`config.mk`:
```
export PLATFORM = sky130hd
export DESIGN_NAME = top_k_fitness_selector_core_flat
export DESIGN_NICKNAME = d
export VERILOG_FILES = /design/src/design/tkfs_pkg.sv /design/src/design/tkfs_if.sv /design/src/design/top_k_fitness_selector_core.sv /design/src/design/tkfs_ram.sv /design/src/design/tkfs_ctrl.sv /design/src/design/tkfs_datapath.sv /design/src/flat_wrapper.sv
export VERILOG_INCLUDE_DIRS = /design/src /design/src/design
export SDC_FILE = /design/constraint.sdc
export NUM_CORES = 1
export LEC_CHECK = 0
export BUFFER_PORTS_ARGS = -buffer_cell sky130_fd_sc_hd__buf_4
export CORE_ASPECT_RATIO = 1.75
export CORE_UTILIZATION = 28
export DETAILED_ROUTE_END_ITERATION = 8
export PLACE_DENSITY = 0.44
export SLEW_MARGIN = 5
export SYNTH_ARGS = -nofsm -noshare
export SYNTH_HDL_FRONTEND = slang
export SYNTH_SLANG_ARGS = --single-unit
```
`constraint.sdc`:
```
create_clock -name clk -period 12.3 [get_ports clk]
set_input_delay 2.46 -clock clk [delete_from_list [all_inputs] [get_ports clk]]
set_output_delay 2.46 -clock clk [all_outputs]
set_load 0.02 [all_outputs]
```
`src/design/assert_macros.svh`:
```
// Assertion macros used by the selector datapath.
// Each expects a clock named clk and a synchronous reset named rst in scope.
`ifndef ASSERT_MACROS_SVH
`define ASSERT_MACROS_SVH

// Property checked at every clock edge outside reset
`define TKFS_ASSERT(label, prop, msg) \
  label: assert property (@(posedge clk) disable iff (rst) prop) else $error(msg);

// Condition in one cycle implies a consequence in the next
`define TKFS_ASSERT_NEXT(label, pre, post, msg) \
  label: assert property (@(posedge clk) disable iff (rst) (pre) |=> (post)) else $error(msg);

`endif

```
`src/design/tkfs_pkg.sv`:
```
// Package for the top-k fitness selector: sizes, constants and the
// command / status structs between controller and datapath. No dependencies.
`timescale 1ns / 1ps

package tkfs_pkg;

  localparam int MAX_ENTRIES  = 32;
  localparam int RESULT_LIMIT = 32;
  localparam int IDX_W        = $clog2(MAX_ENTRIES);
  localparam int CNT_W        = $clog2(MAX_ENTRIES + 1);
  localparam int KEEP_W       = 6;
  localparam int RUN_W        = (CNT_W > KEEP_W) ? CNT_W : KEEP_W;
  localparam int FIT_W        = 32;
  localparam int SRC_W        = 5;
  localparam int KEEP_RESET   = 10;

  typedef struct packed {
    logic accept;
    logic scan_start;
    logic scan_run;
    logic emit;
  } tkfs_cmd_t;

  typedef struct packed {
    logic keep_zero;
    logic scan_done;
    logic out_free;
    logic rank_last;
  } tkfs_status_t;

endpackage

```
`src/design/tkfs_if.sv`:
```
// Valid/ready channel interfaces for the selector: entry beats in, rank beats out.
// Depends on tkfs_pkg for field widths.
`timescale 1ns / 1ps

interface tkfs_in_if;
  logic                                valid;
  logic                                ready;
  logic signed [tkfs_pkg::FIT_W-1:0]   fitness_value;
  logic                                last_entry;

  modport source (output valid, output fitness_value, output last_entry, input ready);
  modport sink   (input valid, input fitness_value, input last_entry, output ready);
endinterface

interface tkfs_out_if;
  logic                                valid;
  logic                                ready;
  logic        [tkfs_pkg::SRC_W-1:0]   source_index;
  logic signed [tkfs_pkg::FIT_W-1:0]   selected_fitness;
  logic                                last_rank;

  modport source (output valid, output source_index, output selected_fitness,
                  output last_rank, input ready);
  modport sink   (input valid, input source_index, input selected_fitness,
                  input last_rank, output ready);
endinterface

```
`src/design/top_k_fitness_selector_core.sv`:
```
// Top level of the top-k fitness selector: controller plus datapath.
// Depends on tkfs_pkg, tkfs_if, tkfs_ctrl and tkfs_datapath.
//
//   channel  dir  handshake            payload
//   entry    in   valid / ready        fitness_value[31:0] signed, last_entry
//   ranked   out  valid / ready        source_index[4:0], selected_fitness[31:0], last_rank
//   cfg      in   cfg_wr_en            cfg_wr_data[5:0] -> keep_count
//
// Loading takes one entry beat per cycle while entry ready is high; a non-last beat gives no result.
// Each rank takes one RAM read per entry through the single read port, with registered
// read data, and then a move of the winner into the output register.
// Entry beats are refused while ranks are being scanned; the output register holds a
// rank while the next scan runs, and a scan waits on the output only to emit.
// Reset clears the count, taken mask and control state and sets keep_count to 10.
`timescale 1ns / 1ps

module top_k_fitness_selector_core (
  input  logic                        clk,
  input  logic                        rst,
  input  logic                        cfg_wr_en,
  input  logic [tkfs_pkg::KEEP_W-1:0] cfg_wr_data,
  tkfs_in_if.sink                     entry,
  tkfs_out_if.source                  ranked
);

  tkfs_pkg::tkfs_cmd_t    cmd;
  tkfs_pkg::tkfs_status_t status;

  tkfs_ctrl u_ctrl (
    .clk      (clk),
    .rst      (rst),
    .in_valid (entry.valid),
    .in_last  (entry.last_entry),
    .in_ready (entry.ready),
    .cmd      (cmd),
    .status   (status)
  );

  tkfs_datapath u_datapath (
    .clk         (clk),
    .rst         (rst),
    .cfg_wr_en   (cfg_wr_en),
    .cfg_wr_data (cfg_wr_data),
    .in_fitness  (entry.fitness_value),
    .in_last     (entry.last_entry),
    .cmd         (cmd),
    .status      (status),
    .out_valid   (ranked.valid),
    .out_ready   (ranked.ready),
    .out_index   (ranked.source_index),
    .out_fitness (ranked.selected_fitness),
    .out_last    (ranked.last_rank)
  );

endmodule

```
`src/design/tkfs_ram.sv`:
```
// Generic single-write, single-read RAM with registered read data.
// No dependencies.
`timescale 1ns / 1ps

module tkfs_ram #(
  parameter int WIDTH = 32,
  parameter int DEPTH = 32
) (
  input  logic                     clk,
  input  logic                     we,
  input  logic [$clog2(DEPTH)-1:0] waddr,
  input  logic [WIDTH-1:0]         wdata,
  input  logic [$clog2(DEPTH)-1:0] raddr,
  output logic [WIDTH-1:0]         rdata
);

  logic [WIDTH-1:0] mem [DEPTH];

  always_ff @(posedge clk) begin
    if (we) begin
      mem[waddr] <= wdata;
    end
    rdata <= mem[raddr];
  end

endmodule

```
`src/design/tkfs_ctrl.sv`:
```
// Controller for the selector: load / scan state machine issuing datapath commands.
// Depends on tkfs_pkg.
`timescale 1ns / 1ps

module tkfs_ctrl (
  input  logic                   clk,
  input  logic                   rst,
  input  logic                   in_valid,
  input  logic                   in_last,
  output logic                   in_ready,
  output tkfs_pkg::tkfs_cmd_t    cmd,
  input  tkfs_pkg::tkfs_status_t status
);

  localparam logic ST_LOAD = 1'b0;
  localparam logic ST_SCAN = 1'b1;

  logic state;
  logic state_next;

  assign in_ready = (state == ST_LOAD);

  always_comb begin
    cmd        = '0;
    state_next = state;
    case (state)
      ST_LOAD: begin
        cmd.accept = in_valid;
        if (in_valid && in_last && !status.keep_zero) begin
          cmd.scan_start = 1'b1;
          state_next     = ST_SCAN;
        end
      end
      ST_SCAN: begin
        cmd.scan_run = 1'b1;
        if (status.scan_done && status.out_free) begin
          cmd.emit = 1'b1;
          if (status.rank_last) begin
            state_next = ST_LOAD;
          end else begin
            cmd.scan_start = 1'b1;
          end
        end
      end
      default: begin
        state_next = ST_LOAD;
      end
    endcase
  end

  always_ff @(posedge clk) begin
    if (rst) begin
      state <= ST_LOAD;
    end else begin
      state <= state_next;
    end
  end

endmodule

```
`src/design/tkfs_datapath.sv`:
```
// Datapath for the selector: fitness store, taken mask, max scan and output register.
// Depends on tkfs_pkg, tkfs_ram and assert_macros.svh.
`timescale 1ns / 1ps
`include "assert_macros.svh"

module tkfs_datapath (
  input  logic                               clk,
  input  logic                               rst,
  input  logic                               cfg_wr_en,
  input  logic [tkfs_pkg::KEEP_W-1:0]        cfg_wr_data,
  input  logic signed [tkfs_pkg::FIT_W-1:0]  in_fitness,
  input  logic                               in_last,
  input  tkfs_pkg::tkfs_cmd_t                cmd,
  output tkfs_pkg::tkfs_status_t             status,
  output logic                               out_valid,
  input  logic                               out_ready,
  output logic [tkfs_pkg::SRC_W-1:0]         out_index,
  output logic signed [tkfs_pkg::FIT_W-1:0]  out_fitness,
  output logic                               out_last
);

  logic [tkfs_pkg::CNT_W-1:0]        count;
  logic [tkfs_pkg::CNT_W-1:0]        count_new;
  logic                              room;
  logic [tkfs_pkg::MAX_ENTRIES-1:0]  mask;
  logic [tkfs_pkg::KEEP_W-1:0]       keep;
  logic [tkfs_pkg::RUN_W-1:0]        runs;
  logic [tkfs_pkg::RUN_W-1:0]        runs_next;
  logic [tkfs_pkg::RUN_W-1:0]        rank;
  logic [tkfs_pkg::CNT_W-1:0]        addr;
  logic                              rd_vld;
  logic [tkfs_pkg::IDX_W-1:0]        rd_idx;
  logic [tkfs_pkg::FIT_W-1:0]        rd_data;
  logic                              found;
  logic [tkfs_pkg::IDX_W-1:0]        best_idx;
  logic signed [tkfs_pkg::FIT_W-1:0] best_fit;
  logic                              take_rd;
  logic                              rank_last;

  tkfs_ram #(
    .WIDTH (tkfs_pkg::FIT_W),
    .DEPTH (tkfs_pkg::MAX_ENTRIES)
  ) u_store (
    .clk   (clk),
    .we    (cmd.accept && room),
    .waddr (count[tkfs_pkg::IDX_W-1:0]),
    .wdata (in_fitness),
    .raddr (addr[tkfs_pkg::IDX_W-1:0]),
    .rdata (rd_data)
  );

  assign room      = count < tkfs_pkg::CNT_W'(tkfs_pkg::MAX_ENTRIES);
  assign count_new = count + tkfs_pkg::CNT_W'(room);
  assign take_rd   = rd_vld && !mask[rd_idx] && (!found || ($signed(rd_data) > best_fit));
  assign rank_last = (tkfs_pkg::RUN_W'(rank + 1'b1) == runs);

  always_comb begin
    runs_next = tkfs_pkg::RUN_W'(keep);
    if (runs_next > tkfs_pkg::RUN_W'(count_new)) begin
      runs_next = tkfs_pkg::RUN_W'(count_new);
    end
    if (runs_next > tkfs_pkg::RUN_W'(tkfs_pkg::RESULT_LIMIT)) begin
      runs_next = tkfs_pkg::RUN_W'(tkfs_pkg::RESULT_LIMIT);
    end
  end

  assign status.keep_zero = (keep == '0);
  assign status.scan_done = (addr == count) && !rd_vld;
  assign status.out_free  = !out_valid || out_ready;
  assign status.rank_last = rank_last;

  always_ff @(posedge clk) begin
    if (rst) begin
      count     <= '0;
      mask      <= '0;
      keep      <= tkfs_pkg::KEEP_W'(tkfs_pkg::KEEP_RESET);
      runs      <= '0;
      rank      <= '0;
      addr      <= '0;
      rd_vld    <= 1'b0;
      found     <= 1'b0;
      out_valid <= 1'b0;
    end else begin
      if (cfg_wr_en) begin
        keep <= cfg_wr_data;
      end
      if (cmd.accept) begin
        if (count == '0) begin
          mask <= '0;
        end else if (room) begin
          mask[count[tkfs_pkg::IDX_W-1:0]] <= 1'b0;
        end
        if (in_last) begin
          runs  <= runs_next;
          rank  <= '0;
          count <= (keep == '0) ? '0 : count_new;
        end else begin
          count <= count_new;
        end
      end
      if (cmd.scan_start) begin
        addr   <= '0;
        rd_vld <= 1'b0;
        found  <= 1'b0;
      end else if (cmd.scan_run) begin
        rd_vld <= (addr < count);
        if (addr < count) begin
          addr <= addr + 1'b1;
        end
        if (take_rd) begin
          found <= 1'b1;
        end
      end
      if (cmd.emit) begin
        mask[best_idx] <= 1'b1;
        rank           <= rank + 1'b1;
        out_valid      <= 1'b1;
        if (rank_last) begin
          count <= '0;
        end
      end else if (out_ready) begin
        out_valid <= 1'b0;
      end
    end
  end

  always_ff @(posedge clk) begin
    rd_idx <= addr[tkfs_pkg::IDX_W-1:0];
    if (take_rd) begin
      best_idx <= rd_idx;
      best_fit <= $signed(rd_data);
    end
    if (cmd.emit) begin
      out_index   <= tkfs_pkg::SRC_W'(best_idx);
      out_fitness <= best_fit;
      out_last    <= rank_last;
    end
  end

  `TKFS_ASSERT(a_emit_after_scan, cmd.emit |-> (found && status.scan_done), "emit before scan completed")
  `TKFS_ASSERT_NEXT(a_winner_taken, cmd.emit, mask[$past(best_idx)], "winner not marked taken")
  `TKFS_ASSERT(a_read_in_set, rd_vld |-> (tkfs_pkg::CNT_W'(rd_idx) < count), "scan read beyond set")

endmodule

```
`src/flat_wrapper.sv`:
```
// flat-port wrapper written by rule: the top's interface ports become plain ports
module top_k_fitness_selector_core_flat 
  (clk, rst, cfg_wr_en, cfg_wr_data, entry_valid, entry_fitness_value, entry_last_entry, entry_ready, ranked_valid, ranked_source_index, ranked_selected_fitness, ranked_last_rank, ranked_ready);
  tkfs_in_if entry_i ();
  tkfs_out_if ranked_i ();
  input  logic clk;
  input  logic rst;
  input  logic cfg_wr_en;
  input  logic [tkfs_pkg::KEEP_W-1:0] cfg_wr_data;
  input wire logic [$bits(entry_i.valid)-1:0] entry_valid;
  input wire logic [$bits(entry_i.fitness_value)-1:0] entry_fitness_value;
  input wire logic [$bits(entry_i.last_entry)-1:0] entry_last_entry;
  output wire logic [$bits(entry_i.ready)-1:0] entry_ready;
  output wire logic [$bits(ranked_i.valid)-1:0] ranked_valid;
  output wire logic [$bits(ranked_i.source_index)-1:0] ranked_source_index;
  output wire logic [$bits(ranked_i.selected_fitness)-1:0] ranked_selected_fitness;
  output wire logic [$bits(ranked_i.last_rank)-1:0] ranked_last_rank;
  input wire logic [$bits(ranked_i.ready)-1:0] ranked_ready;
  assign entry_i.valid = entry_valid;
  assign entry_i.fitness_value = entry_fitness_value;
  assign entry_i.last_entry = entry_last_entry;
  assign entry_ready = entry_i.ready;
  assign ranked_valid = ranked_i.valid;
  assign ranked_source_index = ranked_i.source_index;
  assign ranked_selected_fitness = ranked_i.selected_fitness;
  assign ranked_last_rank = ranked_i.last_rank;
  assign ranked_i.ready = ranked_ready;
  top_k_fitness_selector_core u_core (.clk(clk), .rst(rst), .cfg_wr_en(cfg_wr_en), .cfg_wr_data(cfg_wr_data), .entry(entry_i), .ranked(ranked_i));
endmodule
```
==> results.ini, run 1 <==
[layout]
final_nets = 2361
fillCellCount = 15560
fin_area_um2 = 53280
final_cell_mix = edfxtp_1 (1,099), mux4_2 (328), buf_4 (125)
syn_to_final_growth_pct = 15.37
multiInputGateArea_um2 = 10680
fin_cells = 4544
drive_above_1_share = 0.2907
seq_area_um2 = 35080
finalCoreUtilization = 0.3262
layout_commonest_cell = edfxtp_1

[detailed_routing]
drt_iter0_drc = 1527
finalWirelength_mm = 121.4
post_drt_wl_per_cell_um = 26.71
vias = 21420
via_per_inst = 4.713
postRouteAntennaNets = 0
first_pass_iters = 6
drc = 0

[placement]
place_congestion = 0.7710
hpwl_mm = 74.87
dpl_worst_slack_ps = 6855
dp.cells = 4340
io_buffers = 83
place_area_um2 = 49680

[power]
p_clk_frac = 0.417
powerDensity_nw_per_um2 = 155.9
power.switching_mw = 1.731
ir_drop_uv = 108.8
internal-power_mw = 6.577
p_total_mw = 8.308
power_frac_comb = 0.038
power.leakage_nw = 16.12
p_sw_frac = 0.2083
p_seq_frac = 0.545

[sta]
finClkSkew_ps = 29.71
setup_ws_ps = 7570
hold_violations = 0
worstMarginPinSlew_ps = 1151
fin_crit_sh = 0.3846
slew_headroom = 0.2309
setup_tns_ps = 0
drv_slew = 0
fmax_mhz = 211.4
rsz0062_at_grt = false
hold_ws_ps = 436.4
setup_viol = 0
fin_crit_ps = 4730

[worst_setup_path]
r2r-start = u_core.u_datapath.count[2]
reg2reg_depth = 10
ff2ff_setup_slack_ps = 8050
crit_required_ps = 12590
worst_ep_arrival_time_ps = 5020
cp-end-kind = flop
worstPathMaxFanout = 32
rr_endpoint = u_core.u_datapath.mask[3]
criticalPathCategory = in2reg
startpoint_type = primary input

[synthesis]
ys_seq_area_frac = 0.7593
postSynthAreaPerCell_um2 = 21.69
yosysWarnings = 0
synth-seq-cells = 1202
synth_cell_types = 50
syn_nets = 2220
synthCells = 2129
async_reset_ff_frac = 0
syn_area_um2 = 46180
ys.flop_type = edfxtp_1
synth_edf_count = 1099

[floorplan]
core_area_um2 = 163300
die_area_um2 = 166600
num_rows = 196
start_util = 0.2828
die_y_um = 539.3
io_pins = 84
fp.dieW_um = 309

[clock_tree]
root_buffer = clkbuf_16
clk_latency_ps = 700
cts_buffers = 106
cts_tree = built
cts.repair.resized = 0
cts_sinks = 1202
ctsHoldBuffers = 0
cts_max_level = 3
clk_path_buf_depth = 3
cts.clk_slew.worst_paths_ps = 70
post_cts_buffers = 0

[grt]
grt_pass1_wl_mm = 173.2
antenna_found_initial = 11
overflow = 0
grt_pass1_vias = 23010
track_usage = 0.1465
grt_max_degree = 103

[flow_run]
drv_cap = 0

[min_path]
worstHoldPathCells = 0
hp-start = u_core.u_datapath.u_store.rdata[10]
hold_end = u_core.u_datapath.best_fit[10]
min_path_type = reg2reg

[run_status]
status = completed

-- logic make-up (layout without fill, tap and decap cells) --
group / Yosys count / count (layout) / share of synthesized area
xor+xnor: 18 / 18 / 0.003414
mux: 373 / 373 / 0.1706
simple gates: 226 / 226 / 0.02414
buf+inv: 148 / 382 / 0.01466
fa+ha+maj: 48 / 48 / 0.01295
other cells: 0 / 3 / 0
compound gates: 114 / 114 / 0.01501
flops: 1202 / 1202 / 0.7593
-- power by group through the flow --
stage          Combinational [mW]  Sequential, mW  Clock [mW]
2_1_floorplan               0.158            4.61           0
3_3_place_gp                0.317            4.62           0
3_5_place_dp                0.324            4.62           0
4_1_cts                     0.325            4.53        3.56
5_1_grt                     0.344            4.53        3.70
6_report                    0.315            4.53        3.46
-- cell usage after synthesis, types with 6 or more instances --
master	n	area [µm²]
nand3b_1	19	142.6
inv_1	53	198.9
dfxtp_1	103	2062
mux4_2	328	7387
o21ai_0	21	105.1
and3_1	8	50.05
nand3_1	25	125.1
buf_4	20	150.1
buf_2	7	35.03
nor2_1	68	255.2
mux2i_1	13	130.1
clkbuf_1	50	187.7
nor2b_1	9	56.30
nand2_1	54	202.7
edfxtp_1	1099	33000
mux2_2	32	360.4
nand4_1	6	37.54
o211ai_1	11	82.58
a21oi_1	48	240.2
nor3_1	12	60.06
buf_1	13	48.80
a22oi_1	9	67.56
ha_1	47	588.1
xnor2_1	13	113.9
-- registers in the layout, indices dropped and copies added (netlist names), 5 cells and up --
name	cells
u_core.u_datapath.out_fitness	32
u_core.u_datapath.u_store.rdata	32
u_core.u_datapath.u_store.mem	1024
u_core.u_datapath.rd_idx	5
u_core.u_datapath.best_idx	5
u_core.u_datapath.keep	6
u_core.u_datapath.count	6
u_core.u_datapath.best_fit	32
u_core.u_datapath.addr	6
u_core.u_datapath.runs	6
u_core.u_datapath.rank	6
u_core.u_datapath.mask	32
u_core.u_datapath.out_index	5
-- routing by layer --
metal / vias up / global-route usage / share of wire
met4: 0 / 0.03594 / 0.019
met5: - / 0 / 0
met2: 485 / 0.2681 / 0.54
met3: 113 / 0.01830 / 0.040
met1: 11710 / 0.1806 / 0.40
li1: 9111 / - / -
-- critical path, stage by stage --
cell	delay, ps
buf_4	90
nand2_1	250
nor3_1	380
nand2_1	690
nor2_4	1100
-- layout make-up --
cell class / count / area share
Antenna cell: 3 / 0.0001409
Clock inverter: 54 / 0.01240
Sequential cell: 1202 / 0.6584
Tap cell: 2178 / 0.05115
Inverter: 53 / 0.003734
Clock buffer: 147 / 0.05495
Timing Repair Buffer: 128 / 0.01874
Multi-Input combinational cell: 779 / 0.2005
-- worst max-delay path by stage --
stage                                      from                                    to  slack, ps  cells past startpoint
finish                              entry_valid  u_core.u_datapath.u_store.mem[25][9]       7570                      5
global route                        entry_valid  u_core.u_datapath.u_store.mem[25][9]       7400                      5
CTS                                 entry_valid  u_core.u_datapath.u_store.mem[25][9]       7590                      5
detailed placement                  entry_valid  u_core.u_datapath.u_store.mem[25][0]       6860                      5
global placement                    entry_valid            u_core.u_datapath.mask[31]       6930                      7
floorplan           u_core.u_datapath.rd_idx[0]         u_core.u_datapath.best_fit[0]       4330                      7
Note: power is estimated with default switching activity, not from simulation.
==> inputs of run 2 (changes only) <==
ABC_AREA = 1   (was unset)
PLACE_DENSITY = 0.45   (was 0.44)
clock period = 4.21 ns   (was 12.3 ns; I/O delays follow)
==> run 2 against run 1 <==
First-iteration DRC count is 31% higher. Sequential share of layout area down 1.5 points. Clock power grew to 2.9 times the previous value. Total power rose to 2.9 times the previous value. Sequential cell count unchanged. Clock skew increased by 2.9 ps. Critical endpoint is now u_core.u_datapath.runs[0].
==> results.ini, run 2 <==
[run_status]
status = completed  ; unchanged

[synthesis]
synth_top_area_cell = edfxtp_1  ; unchanged
synth_cell_types = 45  ; was 50
postSynthAreaPerCell_um2 = 13.03  ; was 21.69 µm²
synth.most_common_cell = edfxtp_1  ; unchanged
ys_seq_area_frac = 0.7440  ; was 0.7593
async_reset_ff_frac = 0  ; unchanged
syn_nets = 3709  ; was 2,220
synth-seq-cells = 1202  ; unchanged
synth_top_cell_area_share = 0.7002  ; was 0.7146
synth_edf_count = 1099  ; unchanged
yosysWarnings = 0  ; unchanged
ys.flop_type = edfxtp_1  ; unchanged
ys_top_cells_by_area = edfxtp_1 (70%), o21ai_0 (5.1%), nor2_1 (4.8%), dfxtp_1 (4.4%), o22ai_1 (2.1%)  ; was edfxtp_1 (71%), mux4_2 (16%), dfxtp_1 (4.5%), ha_1 (1.3%), mux2_2 (0.78%)
synthCells = 3618  ; was 2,129
syn_area_um2 = 47130  ; was 46,180 µm²
synthTopCellsByCount = edfxtp_1 (1,099), nor2_1 (599), o21ai_0 (483)  ; was edfxtp_1 (1,099), mux4_2 (328), dfxtp_1 (103)

[floorplan]
num_rows = 198  ; was 196
start_util = 0.2827  ; was 0.2828
io_pins = 84  ; unchanged
die_y_um = 544.7  ; was 539.3 µm
fp.dieW_um = 312.1  ; was 309 µm
die_area_um2 = 170000  ; was 166,600 µm²
core_area_um2 = 166700  ; was 163,300 µm²

[clock_tree]
cts.clk_slew.worst_paths_ps = 70  ; about the same
root_buffer = clkbuf_16  ; unchanged
cts_max_level = 3  ; unchanged
cts_sinks = 1202  ; unchanged
ctsHoldBuffers = 0  ; unchanged
clk_path_buf_depth = 3  ; unchanged
cts.repair.resized = 0  ; unchanged
cts_tree = built  ; unchanged
clk_latency_ps = 740  ; was 700 ps
cts_buffers = 109  ; was 106
post_cts_buffers = 0  ; unchanged

[worst_setup_path]
crit_required_ps = 4860  ; was 12,590 ps
crit_family = adder cells  ; was simple AND/OR/NAND/NOR gates
startpoint_type = flop  ; was primary input
rr_endpoint = u_core.u_datapath.runs[0]  ; was u_core.u_datapath.mask[3]
cp-end-kind = flop  ; unchanged
worstPathMaxFanout = 7  ; was 32
worstSetupStartpoint = u_core.u_datapath.count[5]  ; was entry_valid
reg2reg_depth = 18  ; was 10
criticalPathCategory = reg2reg  ; was in2reg
cpPeakStageDelay_ps = 510  ; was 1100 ps
crit_chain = inv_1, ha_1, ha_1, xnor2_1, ha_1, nand2_1, inv_2, nand2_1, nand2_1, nand2_1, nand2_2, nand3_4, nand2_4, o21ai_2, nand2_2, o21bai_4, nand2_1, a21oi_2  ; was buf_4, nand2_1, nor3_1, nand2_1, nor2_4
critical_path_depth = 18  ; was 5
ff2ff_setup_slack_ps = 1240  ; was 8050 ps
worst-path-buf-inv = 2  ; was 1
crit_slowest_cell = dfxtp_1  ; was nor2_4
crit_path_end = u_core.u_datapath.runs[0]  ; was u_core.u_datapath.u_store.mem[25][9]
crit_top_cell = nand2_1  ; unchanged
r2r-start = u_core.u_datapath.count[5]  ; was u_core.u_datapath.count[2]
worst_ep_arrival_time_ps = 3620  ; was 5020 ps

[power]
powerDensity_nw_per_um2 = 448.2  ; was 155.9 nW/µm²
ir_drop_uv = 288.4  ; was 108.8 µV
p_total_mw = 24.44  ; was 8.308 mW
power.leakage_nw = 17.60  ; was 16.12 nW

[min_path]
min_path_type = in2reg  ; was reg2reg

[layout]
layout_commonest_cell = edfxtp_1  ; unchanged
top_register = u_core.u_datapath.u_store.mem  ; unchanged
drive_above_1_share = 0.1123  ; was 0.2907
fillCellCount = 16440  ; was 15,560
syn_to_final_growth_pct = 15.68  ; was 15.37%
multiInputGateArea_um2 = 10930  ; was 10,680 µm²
final_cell_mix = edfxtp_1 (1,099), nor2_1 (568), o21ai_0 (483)  ; was edfxtp_1 (1,099), mux4_2 (328), buf_4 (125)
seq_area_um2 = 35080  ; about the same
largest_register_ffs = 1024  ; unchanged
final_nets = 3765  ; was 2,361

[sta]
setup_ws_ps = 1241  ; was 7570 ps
slew_headroom = 0.4040  ; was 0.2309
drv_slew = 0  ; unchanged
finClkSkew_ps = 32.62  ; was 29.71 ps
fin_crit_ps = 2970
fmax_mhz = 336.8
worstMarginPinSlew_ps = 891.9  ; was 1151 ps
hold_violations = 0  ; unchanged
setup_viol = 0  ; unchanged
fin_crit_sh = 0.7053
rsz0062_at_grt = false  ; unchanged

[placement]
dpl_worst_slack_ps = 1036  ; was 6855 ps
hpwl_mm = 80.06  ; was 74.87 mm
place_congestion = 0.8337  ; was 0.7710
io_buffers = 83  ; unchanged

[grt]
grt_pass1_vias = 29970  ; was 23,010
overflow = 0  ; unchanged
grt_max_degree = 162  ; was 103
track_usage = 0.1690  ; was 0.1465
antenna_found_initial = 11  ; unchanged
grt_pass1_wl_mm = 210.6  ; was 173.2 mm

[detailed_routing]
via_per_inst = 4.980  ; was 4.713
first_pass_iters = 5  ; was 6
post_drt_wl_per_cell_um = 24.33  ; was 26.71 µm
drc = 0  ; unchanged
vias = 29750  ; was 21,420
finalWirelength_mm = 145.3  ; was 121.4 mm
drt_iter0_drc = 2001  ; was 1,527
postRouteAntennaNets = 0  ; unchanged

[flow_run]
drv_cap = 0  ; unchanged

[run 2: cell types whose count changed in the layout (fill, tap and decap cells not counted), moves of 25 or more]
| cell | previous run | this run |
|---|---|---|
| nor2_1 | 37 | 568 |
| mux2_2 | 32 | 0 |
| buf_12 | 3 | 28 |
| nand2_1 | 54 | 228 |
| mux4_2 | 328 | 0 |
| inv_1 | 51 | 108 |
| o21ai_1 | 0 | 94 |
| nand3_1 | 25 | 110 |
| o22ai_1 | 0 | 161 |
| a21oi_1 | 48 | 73 |
| o221ai_1 | 1 | 105 |
| o21ai_0 | 21 | 483 |
| nand4_1 | 6 | 39 |
[run 2: stage by stage]
stage | setup TNS [ps] | utilization | hold WS (ps) | std cells | instance area (µm²)
global route | 0 | 0.3269 | 336.1 | 5970 | 54510
CTS | 0 | 0.3269 | 293.7 | 5968 | 54510
floorplan | -64170 | - | 349.7 | 3618 | 47130
finish | 0 | 0.3270 | 333.4 | 5974 | 54520
detailed placement | 0 | 0.3051 | 426.2 | 5763 | 50880
global placement | 0 | 0.3051 | 423.5 | 5763 | 50880
[run 2: cell type report]
class,count,share of cell area
Clock inverter,82,0.01522
Clock buffer,123,0.05136
Timing Repair Buffer,171,0.02997
Antenna cell,6,0.0002754
Multi-Input combinational cell,2069,0.2005
Sequential cell,1202,0.6434
Tap cell,2200,0.05049
Inverter,121,0.008812
[run 2: power by group]
group / switching (mW) / total, mW / internal, mW / leakage (nW)
clock: 4.64 / 10.2 / 5.57 / 1.77
sequential: 0.0652 / 13.2 / 13.2 / 10.8
combinational: 0.734 / 1.01 / 0.272 / 5.08
[run 2: worst min path at each step]
| stage | startpoint | endpoint | slack, ps | cells after the start |
|---|---|---|---|---|
| 2_1_floorplan | u_core.u_datapath.addr[2] | u_core.u_datapath.rd_idx[2] | 350 | 0 |
| 3_3_place_gp | u_core.u_datapath.u_store.rdata[11] | u_core.u_datapath.best_fit[11] | 420 | 0 |
| 3_5_place_dp | u_core.u_datapath.u_store.rdata[15] | u_core.u_datapath.best_fit[15] | 430 | 0 |
| 4_1_cts | cfg_wr_data[4] | u_core.u_datapath.keep[4] | 290 | 3 |
| 5_1_grt | cfg_wr_data[4] | u_core.u_datapath.keep[4] | 340 | 3 |
| 6_report | cfg_wr_data[4] | u_core.u_datapath.keep[4] | 330 | 3 |
[run 2: routing by layer]
metal	track usage	share of wire	vias up
met1	0.1967	0.40	15210
met5	0	0.000096	-
li1	-	-	13560
met3	0.02161	0.041	235
met2	0.3112	0.53	745
met4	0.06863	0.036	2
[run 2: cells by family (layout without fill, tap and decap cells)]
| group | after synthesis | after routing | synth area share |
|---|---|---|---|
| fa+ha+maj | 47 | 47 | 0.01248 |
| buf+inv | 347 | 497 | 0.02960 |
| simple gates | 1047 | 1047 | 0.09398 |
| other cells | 0 | 6 | 0 |
| xor+xnor | 10 | 10 | 0.001858 |
| compound gates | 965 | 965 | 0.1181 |
| flops | 1202 | 1202 | 0.7440 |
[run 2: tightest hold or removal path, stage by stage]
cell	delay, ps
buf_4	80
nor2_1	30
nor2_1	80
